## src/hdl/rvdec_pkg.sv

```systemverilog
// Shared opcodes, operation numbers and the decode result type of the RV64IMF decoder.
package rvdec_pkg;

  // Major opcodes, bits 6:0 of the instruction word.
  localparam logic [6:0] OPC_LUI      = 7'b0110111;
  localparam logic [6:0] OPC_AUIPC    = 7'b0010111;
  localparam logic [6:0] OPC_JAL      = 7'b1101111;
  localparam logic [6:0] OPC_JALR     = 7'b1100111;
  localparam logic [6:0] OPC_BRANCH   = 7'b1100011;
  localparam logic [6:0] OPC_LOAD     = 7'b0000011;
  localparam logic [6:0] OPC_STORE    = 7'b0100011;
  localparam logic [6:0] OPC_OP_IMM   = 7'b0010011;
  localparam logic [6:0] OPC_OP       = 7'b0110011;
  localparam logic [6:0] OPC_SYSTEM   = 7'h73;
  localparam logic [6:0] OPC_OP_IMM32 = 7'b0011011;
  localparam logic [6:0] OPC_OP32     = 7'b0111011;
  localparam logic [6:0] OPC_LOAD_FP  = 7'b0000111;
  localparam logic [6:0] OPC_STORE_FP = 7'b0100111;
  localparam logic [6:0] OPC_FMADD    = 7'b1000011;
  localparam logic [6:0] OPC_FMSUB    = 7'b1000111;
  localparam logic [6:0] OPC_FNMSUB   = 7'b1001011;
  localparam logic [6:0] OPC_FNMADD   = 7'b1001111;
  localparam logic [6:0] OPC_OP_FP    = 7'b1010011;

  // The one SYSTEM word that is decoded.
  localparam logic [31:0] ECALL_WORD = 32'h0000_0073;

  // Function codes that are decoded: the float group and the integer M and base groups.
  localparam logic [6:0] F7_FADD  = 7'h00;
  localparam logic [6:0] F7_FSUB  = 7'h04;
  localparam logic [6:0] F7_FMUL  = 7'h08;
  localparam logic [6:0] F7_FDIV  = 7'h0C;
  localparam logic [6:0] F7_FCVT  = 7'b1101000;
  localparam logic [6:0] F7_MULDIV = 7'h01;
  localparam logic [6:0] F7_BASE   = 7'h00;

  // Dense operation numbers.
  localparam logic [6:0] OP_LUI       = 7'd0;
  localparam logic [6:0] OP_AUIPC     = 7'd1;
  localparam logic [6:0] OP_JAL       = 7'd2;
  localparam logic [6:0] OP_JALR      = 7'd3;
  localparam logic [6:0] OP_BEQ       = 7'd4;
  localparam logic [6:0] OP_BNE       = 7'd5;
  localparam logic [6:0] OP_BLT       = 7'd6;
  localparam logic [6:0] OP_BGE       = 7'd7;
  localparam logic [6:0] OP_BLTU      = 7'd8;
  localparam logic [6:0] OP_BGEU      = 7'd9;
  localparam logic [6:0] OP_LB        = 7'd10;
  localparam logic [6:0] OP_LH        = 7'd11;
  localparam logic [6:0] OP_LW        = 7'd12;
  localparam logic [6:0] OP_LD        = 7'd13;
  localparam logic [6:0] OP_LBU       = 7'd14;
  localparam logic [6:0] OP_LHU       = 7'd15;
  localparam logic [6:0] OP_LWU       = 7'd16;
  localparam logic [6:0] OP_SB        = 7'd17;
  localparam logic [6:0] OP_SH        = 7'd18;
  localparam logic [6:0] OP_SW        = 7'd19;
  localparam logic [6:0] OP_SD        = 7'd20;
  localparam logic [6:0] OP_ADDI      = 7'd21;
  localparam logic [6:0] OP_SLLI      = 7'd22;
  localparam logic [6:0] OP_SLTI      = 7'd23;
  localparam logic [6:0] OP_SLTIU     = 7'd24;
  localparam logic [6:0] OP_XORI      = 7'd25;
  localparam logic [6:0] OP_SRAI      = 7'd26;
  localparam logic [6:0] OP_SRLI      = 7'd27;
  localparam logic [6:0] OP_ORI       = 7'd28;
  localparam logic [6:0] OP_ANDI      = 7'd29;
  localparam logic [6:0] OP_MUL       = 7'd30;
  localparam logic [6:0] OP_SUB       = 7'd38;
  localparam logic [6:0] OP_ADD       = 7'd39;
  localparam logic [6:0] OP_SLL       = 7'd40;
  localparam logic [6:0] OP_SLT       = 7'd41;
  localparam logic [6:0] OP_SLTU      = 7'd42;
  localparam logic [6:0] OP_XOR       = 7'd43;
  localparam logic [6:0] OP_SRA       = 7'd44;
  localparam logic [6:0] OP_SRL       = 7'd45;
  localparam logic [6:0] OP_OR        = 7'd46;
  localparam logic [6:0] OP_AND       = 7'd47;
  localparam logic [6:0] OP_ECALL     = 7'd48;
  localparam logic [6:0] OP_ADDIW     = 7'd49;
  localparam logic [6:0] OP_SLLIW     = 7'd50;
  localparam logic [6:0] OP_SRAIW     = 7'd51;
  localparam logic [6:0] OP_SRLIW     = 7'd52;
  localparam logic [6:0] OP_MULW      = 7'd53;
  localparam logic [6:0] OP_SUBW      = 7'd54;
  localparam logic [6:0] OP_ADDW      = 7'd55;
  localparam logic [6:0] OP_SLLW      = 7'd56;
  localparam logic [6:0] OP_DIVW      = 7'd57;
  localparam logic [6:0] OP_DIVUW     = 7'd58;
  localparam logic [6:0] OP_SRAW      = 7'd59;
  localparam logic [6:0] OP_SRLW      = 7'd60;
  localparam logic [6:0] OP_REMW      = 7'd61;
  localparam logic [6:0] OP_REMUW     = 7'd62;
  localparam logic [6:0] OP_FLW       = 7'd63;
  localparam logic [6:0] OP_FSW       = 7'd64;
  localparam logic [6:0] OP_FMADD_S   = 7'd65;
  localparam logic [6:0] OP_FMSUB_S   = 7'd66;
  localparam logic [6:0] OP_FNMSUB_S  = 7'd67;
  localparam logic [6:0] OP_FNMADD_S  = 7'd68;
  localparam logic [6:0] OP_FADD_S    = 7'd69;
  localparam logic [6:0] OP_FSUB_S    = 7'd70;
  localparam logic [6:0] OP_FMUL_S    = 7'd71;
  localparam logic [6:0] OP_FDIV_S    = 7'd72;
  localparam logic [6:0] OP_FCVT_S_W  = 7'd73;
  localparam logic [6:0] OP_LAST      = 7'd76;

  // One decoded request as it leaves the decode logic.
  typedef struct packed {
    logic [6:0]         operation;
    logic [4:0]         dest_reg;
    logic [4:0]         src1_reg;
    logic [4:0]         src2_reg;
    logic [4:0]         src3_reg;
    logic signed [31:0] immediate;
    logic               illegal;
  } dec_result_t;

endpackage

```

## src/hdl/rv64imf_instruction_decoder.sv

```systemverilog
// Top level of the RV64IMF decoder: input register, decode logic and result register.
//
// The decoder takes one 32-bit instruction per clock cycle while in_stall is low and returns one
// decoded result for each. A request is captured in an input register, decoded by a single layer
// of combinational logic and held in a result register. Each register advances when its
// successor can take a request, so one instruction per cycle flows through for as long as the
// output side takes results; in_stall is raised only when both registers hold requests and
// out_stall is high. The block has no configuration and no state beyond the two pipeline
// registers; reset empties them.
module rv64imf_instruction_decoder (
  input  logic               clk,
  input  logic               rst,
  input  logic               in_valid,
  output logic               in_stall,
  input  logic [31:0]        instruction,
  output logic               out_valid,
  input  logic               out_stall,
  output logic [6:0]         operation,
  output logic [4:0]         dest_reg,
  output logic [4:0]         src1_reg,
  output logic [4:0]         src2_reg,
  output logic [4:0]         src3_reg,
  output logic signed [31:0] immediate,
  output logic               illegal
);

  logic                   in_reg_valid;
  logic [31:0]            in_reg;
  logic                   res_advance;
  logic                   in_advance;
  rvdec_pkg::dec_result_t dec;
  rvdec_pkg::dec_result_t res;

  // Handshake: each register moves when its successor can take a request.
  assign res_advance = ~out_valid | ~out_stall;
  assign in_advance  = ~in_reg_valid | res_advance;
  assign in_stall    = ~in_advance;

  // Input register.
  always_ff @(posedge clk) begin
    if (rst) begin
      in_reg_valid <= 1'b0;
    end else if (in_advance) begin
      in_reg_valid <= in_valid;
    end
  end

  always_ff @(posedge clk) begin
    if (in_advance && in_valid) begin
      in_reg <= instruction;
    end
  end

  // Decode logic.
  rvdec_core u_core (
    .instruction (in_reg),
    .result      (dec)
  );

  // Result register.
  always_ff @(posedge clk) begin
    if (rst) begin
      out_valid <= 1'b0;
    end else if (res_advance) begin
      out_valid <= in_reg_valid;
    end
  end

  always_ff @(posedge clk) begin
    if (res_advance && in_reg_valid) begin
      res <= dec;
    end
  end

  assign operation = res.operation;
  assign dest_reg  = res.dest_reg;
  assign src1_reg  = res.src1_reg;
  assign src2_reg  = res.src2_reg;
  assign src3_reg  = res.src3_reg;
  assign immediate = res.immediate;
  assign illegal   = res.illegal;

endmodule

```

## src/hdl/rvdec_core.sv

```systemverilog
// Combinational decode of one instruction word into operation, registers and immediate.
module rvdec_core (
  input  logic [31:0]              instruction,
  output rvdec_pkg::dec_result_t   result
);

  logic [6:0]  opc;
  logic [2:0]  f3;
  logic [6:0]  f7;
  logic [4:0]  rs2;
  logic        alt;
  logic [31:0] imm_i;
  logic [31:0] imm_s;
  logic [31:0] imm_b;
  logic [31:0] imm_u;
  logic [31:0] imm_j;
  logic [31:0] shamt;
  logic        legal;
  logic [6:0]  op;
  logic [31:0] imm;

  // Field extraction and the immediates of every format.
  assign opc   = instruction[6:0];
  assign f3    = instruction[14:12];
  assign f7    = instruction[31:25];
  assign rs2   = instruction[24:20];
  assign alt   = instruction[30];
  assign imm_i = {{21{instruction[31]}}, instruction[30:20]};
  assign imm_s = {{21{instruction[31]}}, instruction[30:25], instruction[11:7]};
  assign imm_b = {{20{instruction[31]}}, instruction[7], instruction[30:25],
                  instruction[11:8], 1'b0};
  assign imm_u = {instruction[31:12], 12'b0};
  assign imm_j = {{12{instruction[31]}}, instruction[19:12], instruction[20],
                  instruction[30:21], 1'b0};
  assign shamt = {26'b0, instruction[25:20]};

  // Opcode and function-field decode.
  always_comb begin
    legal = 1'b1;
    op    = rvdec_pkg::OP_LUI;
    imm   = 32'b0;
    case (opc)
      rvdec_pkg::OPC_LUI: begin
        op  = rvdec_pkg::OP_LUI;
        imm = imm_u;
      end
      rvdec_pkg::OPC_AUIPC: begin
        op  = rvdec_pkg::OP_AUIPC;
        imm = imm_u;
      end
      rvdec_pkg::OPC_JAL: begin
        op  = rvdec_pkg::OP_JAL;
        imm = imm_j;
      end
      rvdec_pkg::OPC_JALR: begin
        op  = rvdec_pkg::OP_JALR;
        imm = imm_i;
      end
      rvdec_pkg::OPC_BRANCH: begin
        imm = imm_b;
        case (f3)
          3'd0: op = rvdec_pkg::OP_BEQ;
          3'd1: op = rvdec_pkg::OP_BNE;
          3'd4: op = rvdec_pkg::OP_BLT;
          3'd5: op = rvdec_pkg::OP_BGE;
          3'd6: op = rvdec_pkg::OP_BLTU;
          3'd7: op = rvdec_pkg::OP_BGEU;
          default: legal = 1'b0;
        endcase
      end
      rvdec_pkg::OPC_LOAD: begin
        imm = imm_i;
        // Loads are numbered in funct3 order; funct3 7 has no load.
        if (f3 == 3'd7) begin
          legal = 1'b0;
        end else begin
          op = rvdec_pkg::OP_LB + {4'b0, f3};
        end
      end
      rvdec_pkg::OPC_STORE: begin
        imm = imm_s;
        if (f3[2]) begin
          legal = 1'b0;
        end else begin
          op = rvdec_pkg::OP_SB + {4'b0, f3};
        end
      end
      rvdec_pkg::OPC_OP_IMM: begin
        imm = imm_i;
        case (f3)
          3'd0: op = rvdec_pkg::OP_ADDI;
          3'd1: begin
            op  = rvdec_pkg::OP_SLLI;
            imm = shamt;
          end
          3'd2: op = rvdec_pkg::OP_SLTI;
          3'd3: op = rvdec_pkg::OP_SLTIU;
          3'd4: op = rvdec_pkg::OP_XORI;
          3'd5: begin
            op  = alt ? rvdec_pkg::OP_SRAI : rvdec_pkg::OP_SRLI;
            imm = shamt;
          end
          3'd6: op = rvdec_pkg::OP_ORI;
          default: op = rvdec_pkg::OP_ANDI;
        endcase
      end
      rvdec_pkg::OPC_OP: begin
        if (f7 == rvdec_pkg::F7_MULDIV) begin
          // M operations follow funct3 order from MUL.
          op = rvdec_pkg::OP_MUL + {4'b0, f3};
        end else begin
          case (f3)
            3'd0: op = (f7 != rvdec_pkg::F7_BASE) ? rvdec_pkg::OP_SUB : rvdec_pkg::OP_ADD;
            3'd1: op = rvdec_pkg::OP_SLL;
            3'd2: op = rvdec_pkg::OP_SLT;
            3'd3: op = rvdec_pkg::OP_SLTU;
            3'd4: op = rvdec_pkg::OP_XOR;
            3'd5: op = alt ? rvdec_pkg::OP_SRA : rvdec_pkg::OP_SRL;
            3'd6: op = rvdec_pkg::OP_OR;
            default: op = rvdec_pkg::OP_AND;
          endcase
        end
      end
      rvdec_pkg::OPC_SYSTEM: begin
        op    = rvdec_pkg::OP_ECALL;
        legal = (instruction == rvdec_pkg::ECALL_WORD);
      end
      rvdec_pkg::OPC_OP_IMM32: begin
        case (f3)
          3'd0: begin
            op  = rvdec_pkg::OP_ADDIW;
            imm = imm_i;
          end
          3'd1: begin
            op  = rvdec_pkg::OP_SLLIW;
            imm = shamt;
          end
          3'd5: begin
            op  = alt ? rvdec_pkg::OP_SRAIW : rvdec_pkg::OP_SRLIW;
            imm = shamt;
          end
          default: legal = 1'b0;
        endcase
      end
      rvdec_pkg::OPC_OP32: begin
        case (f3)
          3'd0: begin
            if (f7 == rvdec_pkg::F7_MULDIV) begin
              op = rvdec_pkg::OP_MULW;
            end else if (f7 != rvdec_pkg::F7_BASE) begin
              op = rvdec_pkg::OP_SUBW;
            end else begin
              op = rvdec_pkg::OP_ADDW;
            end
          end
          3'd1: op = rvdec_pkg::OP_SLLW;
          3'd4: op = rvdec_pkg::OP_DIVW;
          3'd5: begin
            if (f7 == rvdec_pkg::F7_MULDIV) begin
              op = rvdec_pkg::OP_DIVUW;
            end else begin
              op = alt ? rvdec_pkg::OP_SRAW : rvdec_pkg::OP_SRLW;
            end
          end
          3'd6: op = rvdec_pkg::OP_REMW;
          3'd7: op = rvdec_pkg::OP_REMUW;
          default: legal = 1'b0;
        endcase
      end
      rvdec_pkg::OPC_LOAD_FP: begin
        op  = rvdec_pkg::OP_FLW;
        imm = imm_i;
      end
      rvdec_pkg::OPC_STORE_FP: begin
        op  = rvdec_pkg::OP_FSW;
        imm = imm_s;
      end
      rvdec_pkg::OPC_FMADD:  op = rvdec_pkg::OP_FMADD_S;
      rvdec_pkg::OPC_FMSUB:  op = rvdec_pkg::OP_FMSUB_S;
      rvdec_pkg::OPC_FNMSUB: op = rvdec_pkg::OP_FNMSUB_S;
      rvdec_pkg::OPC_FNMADD: op = rvdec_pkg::OP_FNMADD_S;
      rvdec_pkg::OPC_OP_FP: begin
        case (f7)
          rvdec_pkg::F7_FADD: op = rvdec_pkg::OP_FADD_S;
          rvdec_pkg::F7_FSUB: op = rvdec_pkg::OP_FSUB_S;
          rvdec_pkg::F7_FMUL: op = rvdec_pkg::OP_FMUL_S;
          rvdec_pkg::F7_FDIV: op = rvdec_pkg::OP_FDIV_S;
          rvdec_pkg::F7_FCVT: begin
            // Only the four integer source types in bits 24:20 are decoded.
            op    = rvdec_pkg::OP_FCVT_S_W + {5'b0, rs2[1:0]};
            legal = (rs2[4:2] == 3'b0);
          end
          default: legal = 1'b0;
        endcase
      end
      default: legal = 1'b0;
    endcase
  end

  // An illegal word carries zero operation and immediate.
  always_comb begin
    result.operation = legal ? op : 7'b0;
    result.immediate = legal ? $signed(imm) : 32'sb0;
    result.illegal   = ~legal;
    result.dest_reg  = instruction[11:7];
    result.src1_reg  = instruction[19:15];
    result.src2_reg  = rs2;
    result.src3_reg  = instruction[31:27];
  end

endmodule

```

## config.mk

```make
export PLATFORM = sky130hd
export DESIGN_NAME = rv64imf_instruction_decoder
export DESIGN_NICKNAME = d
export VERILOG_FILES = /design/src/hdl/rvdec_pkg.sv /design/src/hdl/rv64imf_instruction_decoder.sv /design/src/hdl/rvdec_core.sv
export SDC_FILE = /design/constraint.sdc
export NUM_CORES = 1
export LEC_CHECK = 0
export ABC_CLOCK_PERIOD_IN_PS = 17320
export BUFFER_PORTS_ARGS = -buffer_cell sky130_fd_sc_hd__buf_2
export CORE_MARGIN = 5
export CORE_UTILIZATION = 28
export DETAILED_ROUTE_END_ITERATION = 8
export SKIP_LAST_GASP = 1
export SYNTH_ARGS = -nofsm -noshare
export SYNTH_HDL_FRONTEND = slang
export SYNTH_SLANG_ARGS = --single-unit
```

## constraint.sdc

```tcl
create_clock -name clk -period 17.32 [get_ports clk]
set_clock_uncertainty 0.15 [all_clocks]
set_input_delay 2.598 -clock clk [delete_from_list [all_inputs] [get_ports clk]]
set_output_delay 2.598 -clock clk [all_outputs]
set_load 0.005 [all_outputs]
```

==> impl_metrics.yaml <==
placement:
  hpwlAfterDp_mm: 9.14
  dpl.cell_count: 713
  io_buffer_count: 97
  place_ws_ns: 11.47
  gp_congestion: 0.888
floorplan:
  core_area_sq_um: 16600
  rows: 47
  design.portCount: 98
  dieHeight_um: 141
  initial_core_util: 0.287
  fp.dieW_um: 141
  die_area_sq_um: 19800
routing:
  initialDrtViolationCount: 362
  totalWireLength_mm: 12.8
  drtPass1Iterations: 6
  drcViolationCount: 0
  vias: 3725
  wire_per_inst_um: 17.5
  routed_via_density: 5.11
  ant_nets: 0
grt:
  grt_max_degree: 61
  grt_pass1_wl_mm: 20.3
  grt_pass1_vias: 3663
  antenna_found_initial: 0
  grt_overflow_total: 0
  track_usage: 0.132
min_path:
  holdPathStages: 0
  hp-start: "in_reg[15]$_DFFE_PP_"
  holdCritPathClass: "flip-flop to flip-flop"
  min_to: "src1_reg[0]$_DFFE_PP_"
clock_tree:
  hold_buffers: 0
  cts_sinks: 94
  cts_setup_buffers: 0
  cts_max_level: 3
  clock_path_buffers: 2
  cts.clk_slew.worst_paths_ns: 0.06
  tritoncts: "yes"
  numCtsBuffers: 9
  clk_latency_ns: 0.35
  cts.repair.resized: 0
  clock-root-buffer: "clkbuf_16"
timing:
  maxSlewHeadroom: 0.400
  rsz0062_at_grt: "false"
  report.final.hold_viol_count: 0
  min_period_ns: 5.85
  finalCritPeriodShare: 0.338
  fmax_mhz: 171
  slew_violations: 0
  worst_pin_slew_ns: 0.898
  setup_ws_ns: 11.47
  setup_tns_ns: 0
  setup_viol: 0
  worst_hold_slack_ns: 0.333
power:
  p_per_area_nw_per_um2: 90.6
  peakVddDrop_mv: 0.0475
  power.leakage_nw: 1.95
setup_path:
  crit_family: "buffers and inverters"
  worstSetupEndpointType: "output port"
  worstSetupPathType: "input port to output port"
  r2r_start: "in_reg[13]$_DFFE_PP_"
  setup.worst_path.start_class: "input port"
  reg2reg_depth: 8
  slowest_delay_ns: 0.24
  reg2reg_slack_ns: 13.89
  cp_common_cell: "buf_2"
  critPathMaxFanout: 3
  path_buf_inv: 2
  arrival_ns: 3.10
  r2r-end: "immediate[26]$_SDFFCE_PN0P_"
  cp_slowest_cell: "and3_1"
  crit_chain: "buf_2 > and3_1 > buf_2"
  cp.required_ns: 14.57
finish:
  syn_to_final_growth_pct: 20.0
  n_fill_cell: 1691
  layoutNonFillerInstCount: 729
  n_antenna_cell: 0
  finalNetCount: 548
  drive_gt1_frac: 0.297
synthesis:
  ys_types: 65
  yosysWarningCount: 0
  synth_edf_count: 92
  netlist_instances: 421
  async_flop_share: 0
  yosysTopAreaCellShare: 0.578
  synthFlopType: "edfxtp_1"
  mappedNetlistNets: 465
  syn_avg_cell_area_sq_um: 11.3
  yosys-top-cells-area: "edfxtp_1 (58%), a21oi_1 (4.7%), nor2_1 (3.1%), nor2_2 (2.6%), nand2_1 (2.4%)"
  yosysTopAreaCell: "edfxtp_1"
  synth_area_sq_um: 4780
  synth_seq_cells: 94
  yosysSeqAreaShare: 0.587
flow_run:
  maxCapViolations: 0
run_status:
  status: "complete, no violations"
cell families after synthesis:
kind of cell / Yosys count / synth area share
and+or+nand+nor: 158 / 0.177
AOI/OAI and AO/OA: 121 / 0.169
DFF: 94 / 0.587
buffers and inverters: 36 / 0.0375
adders and majority gates: 8 / 0.0210
xor gates and xnor gates: 2 / 0.00367
muxes: 2 / 0.00445
layer usage:
layer / up-vias / GRT usage / part of all wire
met5: - / 0 / 0
met4: 0 / 0.0525 / 0.024
met3: 30 / 0.0383 / 0.080
met2: 175 / 0.208 / 0.46
met1: 1750 / 0.172 / 0.43
li1: 1770 / - / -
cells in the final DEF, fill, tap and decap left out, types with 6 or more instances in the layout:
master / Yosys / routed
edfxtp_1: 92 / 92
nand3_1: 7 / 7
nor3_1: 17 / 17
a211oi_1: 6 / 6
inv_1: 7 / 7
nor2_2: 20 / 20
a31oi_1: 8 / 8
a22oi_1: 8 / 8
o21ai_0: 16 / 16
clkbuf_16: 0 / 9
nor2_1: 39 / 39
ha_1: 8 / 8
nand2_1: 30 / 30
nand2b_1: 9 / 9
a21oi_1: 45 / 45
buf_2: 5 / 97
area by class of cell:
class	instances	area [sq um]	share of cell area
clock inverter	7	72.6	0.0127
inverter	7	26.3	0.00459
clock buffer	9	225	0.0393
multi-input combinational	291	1810	0.316
sequential	94	2800	0.489
tap	220	275	0.0480
timing repair buffer	101	515	0.0900
power by group:
part	internal (W)	total, W	switching [W]	leakage [nW]
sequential	0.000263	0.000275	0.0000121	0.867
combinational	0.0000183	0.0000472	0.0000288	0.940
clock	0.000112	0.000197	0.0000848	0.144
total	0.000393	0.000519	0.000126	1.95
synthesized netlist by cell type (all sizes together), types with 4 or more instances:
| master | number |
|---|---|
| buf | 15 |
| nor2 | 59 |
| a311oi | 4 |
| nor4 | 5 |
| nand2b | 9 |
| a31oi | 8 |
| nand2 | 31 |
| a211oi | 6 |
| a2111oi | 4 |
| and3 | 5 |
| nor3 | 18 |
| ha | 8 |
| clkbuf | 14 |
| o21ai | 16 |
| o32ai | 5 |
| edfxtp | 92 |
| inv | 7 |
| a22oi | 8 |
| nor3b | 4 |
| nand3 | 7 |
| a21oi | 45 |
worst register-to-register path, delay by kind of cell, from the launching register on:
family                     cells  cell delay [ns]
and+or+nand+nor                3             0.86
AOI/OAI and AO/OA              3             1.20
adders and majority gates      1             0.41
DFF                            1             0.54
buffers and inverters          1             0.14
stage by stage:
stage | power, W | cell area, sq um | utilization
after floorplan | 0.000307 | 4780 | -
after global placement | 0.000326 | 5430 | 0.326
after detailed placement | 0.000327 | 5430 | 0.326
after CTS | 0.000525 | 5730 | 0.344
after global routing | 0.000542 | 5730 | 0.344
final | 0.000519 | 5730 | 0.344
how the worst max path moves through the flow:
stage | startpoint | to | slack [ns] | cells after the start
final | out_stall | in_stall | 11.47 | 3
after global routing | out_stall | in_stall | 11.43 | 3
after CTS | out_stall | in_stall | 11.46 | 3
after detailed placement | out_stall | in_stall | 11.47 | 3
after global placement | out_stall | in_stall | 11.48 | 3
after floorplan | out_stall | dest_reg[0]$_DFFE_PP_ | 9.62 | 1
Note: power is estimated with default switching activity, not from simulation.
